`src/sv/fhtc_pkg.sv`:
```
// ----------------------------------------------------------------------------
// fhtc_pkg
// Shared types, constants and helpers of the fan heater tick controller.
// ----------------------------------------------------------------------------
`timescale 1ns / 1ps

package fhtc_pkg;

  localparam int unsigned TASK_TICKS       = 500;
  localparam int unsigned SWING_FLIP_TICKS = 2000;

  localparam int unsigned TaskCntW  = $clog2(TASK_TICKS + 1);
  localparam int unsigned FlipCntW  = $clog2(SWING_FLIP_TICKS + 1);

  localparam logic [TaskCntW-1:0] TaskLast = TaskCntW'(TASK_TICKS);
  localparam logic [FlipCntW-1:0] FlipLast = FlipCntW'(SWING_FLIP_TICKS);

  localparam logic [6:0] PwmLast      = 7'd99;
  localparam logic [4:0] SwingLast    = 5'd20;
  localparam logic [6:0] DutyMax      = 7'd99;
  localparam logic [6:0] DutyReset    = 7'd40;
  localparam logic [6:0] TimerCeiling = 7'd90;
  localparam logic [6:0] TimerStep    = 7'd10;
  localparam logic [7:0] BeepHigh     = 8'd50;
  localparam logic [7:0] BeepLow      = 8'd100;

  localparam logic signed [7:0] AlarmHighReset = 8'sd70;
  localparam logic signed [7:0] AlarmLowReset  = 8'sd0;
  localparam logic signed [7:0] BandOneReset   = 8'sd20;
  localparam logic signed [7:0] BandTwoReset   = 8'sd30;
  localparam logic signed [7:0] BandThreeReset = 8'sd40;

  typedef enum logic [2:0] {
    REG_ALARM_HIGH = 3'd0,
    REG_ALARM_LOW  = 3'd1,
    REG_BAND_ONE   = 3'd2,
    REG_BAND_TWO   = 3'd3,
    REG_BAND_THREE = 3'd4
  } cfg_reg_e;

  typedef enum logic [3:0] {
    KEY_GEAR1     = 4'd0,
    KEY_GEAR2     = 4'd1,
    KEY_GEAR3     = 4'd2,
    KEY_GEAR4     = 4'd3,
    KEY_SPEED1    = 4'd4,
    KEY_SPEED2    = 4'd5,
    KEY_SPEED3    = 4'd6,
    KEY_TIMER_ADD = 4'd7,
    KEY_SWING     = 4'd8,
    KEY_START     = 4'd9,
    KEY_STOP      = 4'd10,
    KEY_AUTO      = 4'd11
  } key_e;

  typedef enum logic [1:0] {
    ALARM_NONE = 2'd0,
    ALARM_HIGH = 2'd1,
    ALARM_LOW  = 2'd2
  } alarm_e;

  localparam logic OP_TICK = 1'b0;

  typedef struct packed {
    logic              running;
    logic signed [7:0] temperature_c;
    logic        [1:0] alarm_kind;
    logic        [6:0] minutes_left;
    logic        [1:0] speed_level;
    logic        [2:0] gear_level;
    logic              buzzer_drive;
    logic              swing_drive;
    logic              heater_drive;
  } result_t;

  localparam int unsigned ResultW = $bits(result_t);
  localparam int unsigned OutDataW = ((ResultW + 7) / 8) * 8;

  // Remainder by 20 of a value up to 127, by repeated compare and subtract.
  function automatic logic [4:0] mod20(input logic [6:0] x);
    logic [6:0] r;
    r = x;
    for (int i = 0; i < 6; i++) begin
      if (r >= 7'd20) begin
        r = r - 7'd20;
      end
    end
    return r[4:0];
  endfunction

endpackage

```
`src/sv/fan_heater_tick_controller.sv`:
```
// ----------------------------------------------------------------------------
// fan_heater_tick_controller
// Fan heater control: tick and key beats in, one status beat out per input.
//
// Each input beat is a 1 ms tick (tuser = 0) or a debounced key press
// (tuser = 1). Tick beats carry the sensor word; key beats carry the key code.
// For every accepted beat the block emits exactly one status beat with the
// pin levels, gear, speed, countdown, alarm, temperature and run flag as they
// stand after that beat. The update is combinational, so the status beat is
// valid in the cycle after acceptance and a new beat can be taken every cycle
// while the receiver is ready; the output register is the only storage between
// the channels. When the receiver stalls, the status beat holds and the input
// is taken again in the cycle the held beat leaves. Threshold registers are
// written through the cfg channel, which is always ready. Reset returns all
// state and thresholds to their defaults and leaves the output empty.
// ----------------------------------------------------------------------------
`timescale 1ns / 1ps

module fan_heater_tick_controller import fhtc_pkg::*; (
  input  logic                clk_i,
  input  logic                rst_ni,
  input  logic                s_axis_tvalid,
  output logic                s_axis_tready,
  // [3:0] key_code, [15:4] sensor_word
  input  logic [15:0]         s_axis_tdata,
  // [0] op
  input  logic [0:0]          s_axis_tuser,
  output logic                m_axis_tvalid,
  input  logic                m_axis_tready,
  // [0] heater_drive, [1] swing_drive, [2] buzzer_drive, [5:3] gear_level,
  // [7:6] speed_level, [14:8] minutes_left, [16:15] alarm_kind,
  // [24:17] temperature_c, [25] running
  output logic [OutDataW-1:0] m_axis_tdata,
  input  logic                cfg_valid_i,
  output logic                cfg_ready_o,
  input  logic [2:0]          cfg_index_i,
  input  logic [7:0]          cfg_data_i
);

  logic    accept;
  logic    out_valid_q;
  result_t result_d, result_q;

  assign s_axis_tready = !out_valid_q || m_axis_tready;
  assign accept        = s_axis_tvalid && s_axis_tready;
  assign cfg_ready_o   = 1'b1;

  fhtc_core u_core (
    .clk_i         (clk_i),
    .rst_ni        (rst_ni),
    .step_i        (accept),
    .op_i          (s_axis_tuser[0]),
    .key_code_i    (s_axis_tdata[3:0]),
    .sensor_word_i (s_axis_tdata[15:4]),
    .cfg_we_i      (cfg_valid_i && cfg_ready_o),
    .cfg_index_i   (cfg_index_i),
    .cfg_data_i    (cfg_data_i),
    .result_o      (result_d)
  );

  always_ff @(posedge clk_i or negedge rst_ni) begin
    if (!rst_ni) begin
      out_valid_q <= 1'b0;
    end else if (accept) begin
      out_valid_q <= 1'b1;
    end else if (m_axis_tready) begin
      out_valid_q <= 1'b0;
    end
  end

  always_ff @(posedge clk_i) begin
    if (accept) begin
      result_q <= result_d;
    end
  end

  assign m_axis_tvalid = out_valid_q;
  assign m_axis_tdata  = OutDataW'(result_q);

  a_accept_gives_beat : assert property (@(posedge clk_i) disable iff (!rst_ni)
    accept |=> m_axis_tvalid)
    else $error("accepted beat produced no status beat");

  a_stall_holds : assert property (@(posedge clk_i) disable iff (!rst_ni)
    m_axis_tvalid && !m_axis_tready |=> $stable(result_q))
    else $error("status beat changed while stalled");

  a_minutes_range : assert property (@(posedge clk_i) disable iff (!rst_ni)
    m_axis_tvalid |-> result_q.minutes_left <= 7'd99)
    else $error("countdown out of range");

  a_gear_range : assert property (@(posedge clk_i) disable iff (!rst_ni)
    m_axis_tvalid |-> (result_q.gear_level >= 3'd1 && result_q.gear_level <= 3'd4))
    else $error("gear out of range");

  a_alarm_code : assert property (@(posedge clk_i) disable iff (!rst_ni)
    m_axis_tvalid |-> result_q.alarm_kind != 2'd3)
    else $error("invalid alarm code");

endmodule

```
`src/sv/fhtc_core.sv`:
```
// ----------------------------------------------------------------------------
// fhtc_core
// Controller state, configuration registers and the per-beat update.
// ----------------------------------------------------------------------------
`timescale 1ns / 1ps

module fhtc_core import fhtc_pkg::*; (
  input  logic              clk_i,
  input  logic              rst_ni,
  input  logic              step_i,
  input  logic              op_i,
  input  logic       [3:0]  key_code_i,
  input  logic signed [11:0] sensor_word_i,
  input  logic              cfg_we_i,
  input  logic       [2:0]  cfg_index_i,
  input  logic       [7:0]  cfg_data_i,
  output result_t           result_o
);

  logic signed [7:0] high_q, low_q, b1_q, b2_q, b3_q;

  logic [6:0]          pwm_q, pwm_d;
  logic [4:0]          sph_q, sph_d;
  logic [FlipCntW-1:0] flip_q, flip_d;
  logic [1:0]          sduty_q, sduty_d;
  logic [TaskCntW-1:0] task_q, task_d;
  logic [1:0]          half_q, half_d;
  logic [6:0]          duty_q, duty_d;
  logic [2:0]          gear_q, gear_d;
  logic [1:0]          speed_q, speed_d;
  logic [6:0]          cd_q, cd_d;
  logic                started_q, started_d;
  logic                swon_q, swon_d;
  logic                auto_q, auto_d;
  logic                paused_q, paused_d;
  alarm_e              alarm_q, alarm_d;
  logic [7:0]          beep_q, beep_d;
  logic signed [7:0]   deg_q, deg_d;
  logic                heat_q, heat_d;
  logic                swp_q, swp_d;
  logic                buzz_q, buzz_d;

  logic [11:0]       mag12;
  logic [7:0]        mag8;
  logic signed [7:0] deg_new;

  assign mag12   = sensor_word_i[11] ? 12'(-sensor_word_i) : 12'(sensor_word_i);
  assign mag8    = mag12[11:4];
  assign deg_new = sensor_word_i[11] ? 8'(-mag8) : mag8;

  always_comb begin
    pwm_d     = pwm_q;
    sph_d     = sph_q;
    flip_d    = flip_q;
    sduty_d   = sduty_q;
    task_d    = task_q;
    half_d    = half_q;
    duty_d    = duty_q;
    gear_d    = gear_q;
    speed_d   = speed_q;
    cd_d      = cd_q;
    started_d = started_q;
    swon_d    = swon_q;
    auto_d    = auto_q;
    paused_d  = paused_q;
    alarm_d   = alarm_q;
    beep_d    = beep_q;
    deg_d     = deg_q;
    heat_d    = heat_q;
    swp_d     = swp_q;
    buzz_d    = buzz_q;

    if (op_i == OP_TICK) begin
      if (!paused_q) begin
        if (started_q) begin
          pwm_d  = (pwm_q < PwmLast) ? pwm_q + 7'd1 : 7'd0;
          heat_d = (pwm_d < duty_q) ? 1'b0 : 1'b1;
          sph_d  = (sph_q < SwingLast) ? sph_q + 5'd1 : 5'd0;
          swp_d  = (sph_d < {3'd0, sduty_q});
          if (swon_q) begin
            if (flip_q < FlipLast) begin
              flip_d = flip_q + FlipCntW'(1);
            end else begin
              flip_d  = '0;
              sduty_d = (sduty_q == 2'd1) ? 2'd2 : 2'd1;
            end
          end
        end else begin
          swon_d = 1'b0;
          heat_d = 1'b1;
        end
      end

      if (task_q < TaskLast) begin
        task_d = task_q + TaskCntW'(1);
      end else begin
        task_d = '0;
        unique case (speed_q)
          2'd1:    duty_d = 7'({gear_q, 4'd0} + {gear_q, 2'd0}) - {2'd0, mod20(duty_q + 7'd1)};
          2'd2:    duty_d = 7'({gear_q, 4'd0} + {gear_q, 2'd0});
          2'd3:    duty_d = 7'({gear_q, 2'd0} + gear_q);
          default: duty_d = duty_q;
        endcase
        if (duty_d > DutyMax) begin
          duty_d = DutyMax;
        end
        deg_d = deg_new;
        if (deg_new > high_q) begin
          alarm_d  = ALARM_HIGH;
          paused_d = 1'b1;
        end else if (deg_new < low_q) begin
          alarm_d  = ALARM_LOW;
          paused_d = 1'b1;
        end else begin
          alarm_d  = ALARM_NONE;
          buzz_d   = 1'b1;
          paused_d = 1'b0;
        end
        if (cd_q != 7'd0) begin
          if (half_q < 2'd2) begin
            half_d = half_q + 2'd1;
          end else begin
            half_d = 2'd0;
            if (cd_q > 7'd1) begin
              cd_d = cd_q - 7'd1;
            end else begin
              started_d = 1'b0;
              cd_d      = 7'd0;
              swon_d    = 1'b0;
            end
          end
        end
        if (auto_q) begin
          priority if (deg_new < b1_q) begin
            gear_d = 3'd1;
          end else if (deg_new < b2_q) begin
            gear_d = 3'd2;
          end else if (deg_new < b3_q) begin
            gear_d = 3'd3;
          end else begin
            gear_d = 3'd4;
          end
        end
      end

      if (alarm_d != ALARM_NONE) begin
        beep_d = beep_q + 8'd1;
        if ((alarm_d == ALARM_HIGH && beep_d >= BeepHigh) ||
            (alarm_d == ALARM_LOW && beep_d >= BeepLow)) begin
          buzz_d = ~buzz_d;
          beep_d = 8'd0;
        end
      end
    end else begin
      unique case (key_e'(key_code_i))
        KEY_GEAR1, KEY_GEAR2, KEY_GEAR3, KEY_GEAR4: begin
          gear_d = {1'b0, key_code_i[1:0]} + 3'd1;
          auto_d = 1'b0;
        end
        KEY_SPEED1, KEY_SPEED2, KEY_SPEED3: begin
          speed_d = 2'(key_code_i - 4'd3);
          auto_d  = 1'b0;
        end
        KEY_TIMER_ADD: begin
          if (cd_q < TimerCeiling) begin
            cd_d = cd_q + TimerStep;
          end
        end
        KEY_SWING: swon_d = ~swon_q;
        KEY_START: started_d = 1'b1;
        KEY_STOP: begin
          started_d = 1'b0;
          swon_d    = 1'b0;
          cd_d      = 7'd0;
          auto_d    = 1'b0;
        end
        KEY_AUTO: auto_d = ~auto_q;
        default: ;
      endcase
    end
  end

  always_ff @(posedge clk_i or negedge rst_ni) begin
    if (!rst_ni) begin
      high_q <= AlarmHighReset;
      low_q  <= AlarmLowReset;
      b1_q   <= BandOneReset;
      b2_q   <= BandTwoReset;
      b3_q   <= BandThreeReset;
    end else if (cfg_we_i) begin
      unique case (cfg_reg_e'(cfg_index_i))
        REG_ALARM_HIGH: high_q <= cfg_data_i;
        REG_ALARM_LOW:  low_q  <= cfg_data_i;
        REG_BAND_ONE:   b1_q   <= cfg_data_i;
        REG_BAND_TWO:   b2_q   <= cfg_data_i;
        REG_BAND_THREE: b3_q   <= cfg_data_i;
        default: ;
      endcase
    end
  end

  always_ff @(posedge clk_i or negedge rst_ni) begin
    if (!rst_ni) begin
      pwm_q     <= '0;
      sph_q     <= '0;
      flip_q    <= '0;
      sduty_q   <= 2'd1;
      task_q    <= '0;
      half_q    <= '0;
      duty_q    <= DutyReset;
      gear_q    <= 3'd1;
      speed_q   <= 2'd1;
      cd_q      <= '0;
      started_q <= 1'b0;
      swon_q    <= 1'b0;
      auto_q    <= 1'b0;
      paused_q  <= 1'b0;
      alarm_q   <= ALARM_NONE;
      beep_q    <= '0;
      deg_q     <= '0;
      heat_q    <= 1'b1;
      swp_q     <= 1'b0;
      buzz_q    <= 1'b1;
    end else if (step_i) begin
      pwm_q     <= pwm_d;
      sph_q     <= sph_d;
      flip_q    <= flip_d;
      sduty_q   <= sduty_d;
      task_q    <= task_d;
      half_q    <= half_d;
      duty_q    <= duty_d;
      gear_q    <= gear_d;
      speed_q   <= speed_d;
      cd_q      <= cd_d;
      started_q <= started_d;
      swon_q    <= swon_d;
      auto_q    <= auto_d;
      paused_q  <= paused_d;
      alarm_q   <= alarm_d;
      beep_q    <= beep_d;
      deg_q     <= deg_d;
      heat_q    <= heat_d;
      swp_q     <= swp_d;
      buzz_q    <= buzz_d;
    end
  end

  always_comb begin
    result_o.heater_drive  = heat_d;
    result_o.swing_drive   = swp_d;
    result_o.buzzer_drive  = buzz_d;
    result_o.gear_level    = gear_d;
    result_o.speed_level   = speed_d;
    result_o.minutes_left  = cd_d;
    result_o.alarm_kind    = alarm_d;
    result_o.temperature_c = deg_d;
    result_o.running       = started_d;
  end

endmodule

```
`config.mk`:
```
export PLATFORM = sky130hd
export DESIGN_NAME = fan_heater_tick_controller
export DESIGN_NICKNAME = d
export VERILOG_FILES = /design/src/sv/fhtc_pkg.sv /design/src/sv/fan_heater_tick_controller.sv /design/src/sv/fhtc_core.sv
export SDC_FILE = /design/constraint.sdc
export NUM_CORES = 1
export LEC_CHECK = 0
export ABC_CLOCK_PERIOD_IN_PS = 10300
export BUFFER_PORTS_ARGS = -buffer_cell sky130_fd_sc_hd__buf_2
export CAP_MARGIN = 20
export CORE_MARGIN = 3
export CORE_UTILIZATION = 35
export DETAILED_ROUTE_END_ITERATION = 8
export RECOVER_POWER = 100
export SYNTH_ARGS = -nofsm -noshare
export SYNTH_HDL_FRONTEND = slang
export SYNTH_HIERARCHICAL = 1
export SYNTH_SLANG_ARGS = --single-unit
```
`constraint.sdc`:
```
create_clock -name clk_i -period 10.3 [get_ports clk_i]
set_input_delay 2.06 -clock clk_i [delete_from_list [all_inputs] [get_ports clk_i]]
set_output_delay 2.06 -clock clk_i [all_outputs]
set_load 0.01 [all_outputs]
```
==> implementation parameters <==
Parameter                              Value

Critical path
  CP arrival    9.85 ns
  Path type of the worst setup path    register to register
  Type of element launching the critical path    register
  Endpoint class of the critical path    register
  Cell repeated most along the worst path    sky130_fd_sc_hd__ha_1
  Required time of the critical path    10.63 ns
  Cell with the biggest individual delay on the critical path    sky130_fd_sc_hd__dfrtp_1
  CP Max Fanout    11
  Peak per-stage delay on the critical path    0.48 ns

Finish
  # diodes    0
  Share of post-route cells with drive strength above 1    12.0%
  Area added between synthesis and finish    12.4%
  Commonest non-fill, non-tap cells in the layout    sky130_fd_sc_hd__nand2_1, sky130_fd_sc_hd__o21ai_0, sky130_fd_sc_hd__dfrtp_1
  Most common library cell in the layout ignoring fill and taps    sky130_fd_sc_hd__nand2_1
  Number of inserted filler cells in the final layout    2778
  Number of nets in the layout    1269

Pwr
  Static Leakage    4.67 nW
  Total power density per cell area    207 mW/mm²
  Power after layout    2.30 mW
  Max rail drop VDD    0.132 mV

Clocking
  CTS Sinks    147
  CTS H-tree depth    4
  Clock insertion delay at the later pin of the skew report    0.42 ns
  Clock tree from TritonCTS    yes
  Buffers from clock root to sink, at most    2
  TritonCTS buffer count    17
  CTS clock-pin slew for the worst setup and hold paths    0.06 ns
  CTS Root Cell    sky130_fd_sc_hd__clkbuf_16

Drt
  Routed Antenna Nets    0
  DR vias    8114
  WL/cell    14.5 µm
  Detailed-route vias per instance    5.24
  1st-pass router iterations    5
  Violation count after the first detailed-route iteration    620
  Drt total wl    22500 µm
  Total DRC errors in the routed layout    0

Timing
  Ratio of final minimum period to clock period    92.4%
  Final slew viol count    159
  Max frequency    105 MHz
  Setup repair after global routing missed its margin    false
  Final number of hold-violating endpoints    0
  Max-slew headroom    -145%
  Final min period    9.52 ns
  Count of final setup violators    0
  Total negative setup slack    0 ns
  Worst Max-Slew Pin Slew    3.68 ns
  Worst clock skew on the final layout    0.0124 ns

Placement
  Global placer's final weighted congestion    0.821
  Placed wire-length estimate    16500 µm
  Count of buffers inserted at the top-level ports    60

Global routing
  Vias in the first global route    7726
  Pin count of the biggest net entering global routing    68
  Wire length of the first global-routing pass    38600 µm
  GRT overflow    0
  Number of antenna violations at the first check in global routing    0
  Total global-route track usage    15.1%

Min path
  Kind of path behind the tightest hold check    register to register

Die
  Standard-cell rows    60
  Die boundary height    174 µm
  Core footprint    0.0273 mm²
  Horizontal die dimension    174 µm
  Total I/O pin count    68
  Total Die Area    0.0302 mm²
  Starting utilization of the core area    36.1%

Yosys
  Yosys Warn Count    6
  Synth Instances    1114
  Dominant register cell in the synthesized netlist    sky130_fd_sc_hd__dfrtp_1
  EDFF count, synth    26
  Sequential-to-total area share from yosys stat    38.8%
  Average cell area after synthesis    8.86 µm²
  Unique masters post-synth    84
  Mapped cell area    0.00987 mm²
  Proportion of register bits with asynchronous set or reset after synthesis    82.3%
  Flip-flop and latch count after synthesis    147

Run status
  Violations in the final reports    capacitance limit, slew limit
  Status    finished with violations

Job
  Max capacitance violation total    3
-- per-layer routing --
layer	GRT usage [%]	vias up	part of all wire [%]
li1	-	4065	-
met1	20.7	3879	48
met2	25.1	144	47
met3	2.34	26	3.3
met4	3.92	0	1.3
met5	0	-	0
-- critical path: cells and delay by family, from the launching register on --
family | cells | cell delay, ns
adder cells (fa/ha/maj) | 7 | 1.54
flip-flops | 1 | 0.48
buffers and inverters | 3 | 0.22
XOR/XNOR | 3 | 0.48
AND/OR/NAND/NOR | 13 | 2.28
AO/OA/AOI/OAI | 17 | 3.39
multiplexers | 4 | 1.05
-- logic make-up after synthesis --
logic type,after synthesis,share of synthesized area [%]
muxes,44,5.15
and+or+nand+nor,381,18.4
AOI/OAI and AO/OA,295,19.0
other,2,0.0761
DFF,147,38.8
xor gates and xnor gates,47,4.17
buffers and inverters,126,5.28
adders and majority gates,72,9.13
-- stage by stage --
step	hold WS [ns]	cell area, µm²	cells	setup slack (ns)	util, %
after global placement	0.454	10500	1513	0.591	38.5
after detailed placement	0.463	10500	1513	0.224	38.5
final	0.477	11100	1549	0.782	40.6
after floorplan	0.442	9880	1119	1.39	-
after CTS	0.478	11100	1545	0.213	40.6
after global routing	0.491	11100	1549	0.00385	40.6
-- synthesized netlist by cell type (all sizes together), types with 4 or more instances --
library cell,number,area [µm²]
clkbuf,31,116
a21oi,60,304
a21o,9,67.6
o211ai,14,105
dfstp,18,473
nand4,10,62.6
ha,72,901
o21a,15,113
o221ai,5,50.0
mux2,34,383
nor2b,20,125
o22ai,4,25.0
and2,10,65.1
nand3,31,160
nor3,20,100
o31ai,9,67.6
nor4,4,25.0
inv,77,289
xnor2,32,280
nor4bb,4,40.0
mux2i,8,80.1
nor2,84,315
a31oi,13,81.3
a21boi,4,30.0
edfxtp,26,781
dfrtp,103,2580
xor2,15,131
and3,4,25.0
nand2,149,564
a211oi,8,60.1
o21ai,109,549
or3,9,56.3
buf,18,115
nand2b,16,108
-- worst paths after layout --
kind                       depth (start not counted)  slack, ns                      endpoint                         start
max                                               47       0.78  u_core/duty_q[0]$_DFFE_PN0P_  u_core/duty_q[0]$_DFFE_PN0P_
min                                                2       0.48   u_core/deg_q[4]$_DFFE_PN0P_   u_core/deg_q[4]$_DFFE_PN0P_
max reg2reg                                       47       0.78  u_core/duty_q[0]$_DFFE_PN0P_  u_core/duty_q[0]$_DFFE_PN0P_
min reg2reg                                        2       0.48   u_core/deg_q[4]$_DFFE_PN0P_   u_core/deg_q[4]$_DFFE_PN0P_
max in group asynchronous                          2       2.98    u_core/b1_q[7]$_DFFE_PN0P_                        rst_ni
min in group asynchronous                          1       2.65   u_core/pwm_q[3]$_DFFE_PN0P_                        rst_ni
-- what timing repair did --
| action | 4_1_cts | 5_1_grt |
|---|---|---|
| resized for setup | 0 | 15 |
| endpoints found under the setup margin | 0 | 7 |
| buffers inserted | 0 | 4 |
| hold buffers | 0 | 0 |
-- report_power, final --
part           internal, mW  switching (mW)
logic                 0.402           0.469
registers             0.716           0.114
clock network         0.356           0.241
total                  1.47           0.824
-- layout make-up --
cell class                      count  area [µm²]  share of cell area, %
Clock inverter                     13         136                   1.23
Sequential cell                   147        3830                   34.6
Clock buffer                       19         433                   3.90
Multi-Input combinational cell    846        5600                   50.5
Timing Repair Buffer               75         335                   3.02
Inverter                           77         289                   2.61
Tap cell                          372         465                   4.20
-- sequential cells by signal, indices dropped and copies added (netlist names), 8 cells and up --
register and count:
u_core/beep_q 8, m_axis_tdata 26, u_core/deg_q 8, u_core/b3_q 8, u_core/low_q 8, u_core/flip_q 11
u_core/high_q 8, u_core/b2_q 8, u_core/task_q 9, u_core/b1_q 8
Power figures use the tool's default switching activity.
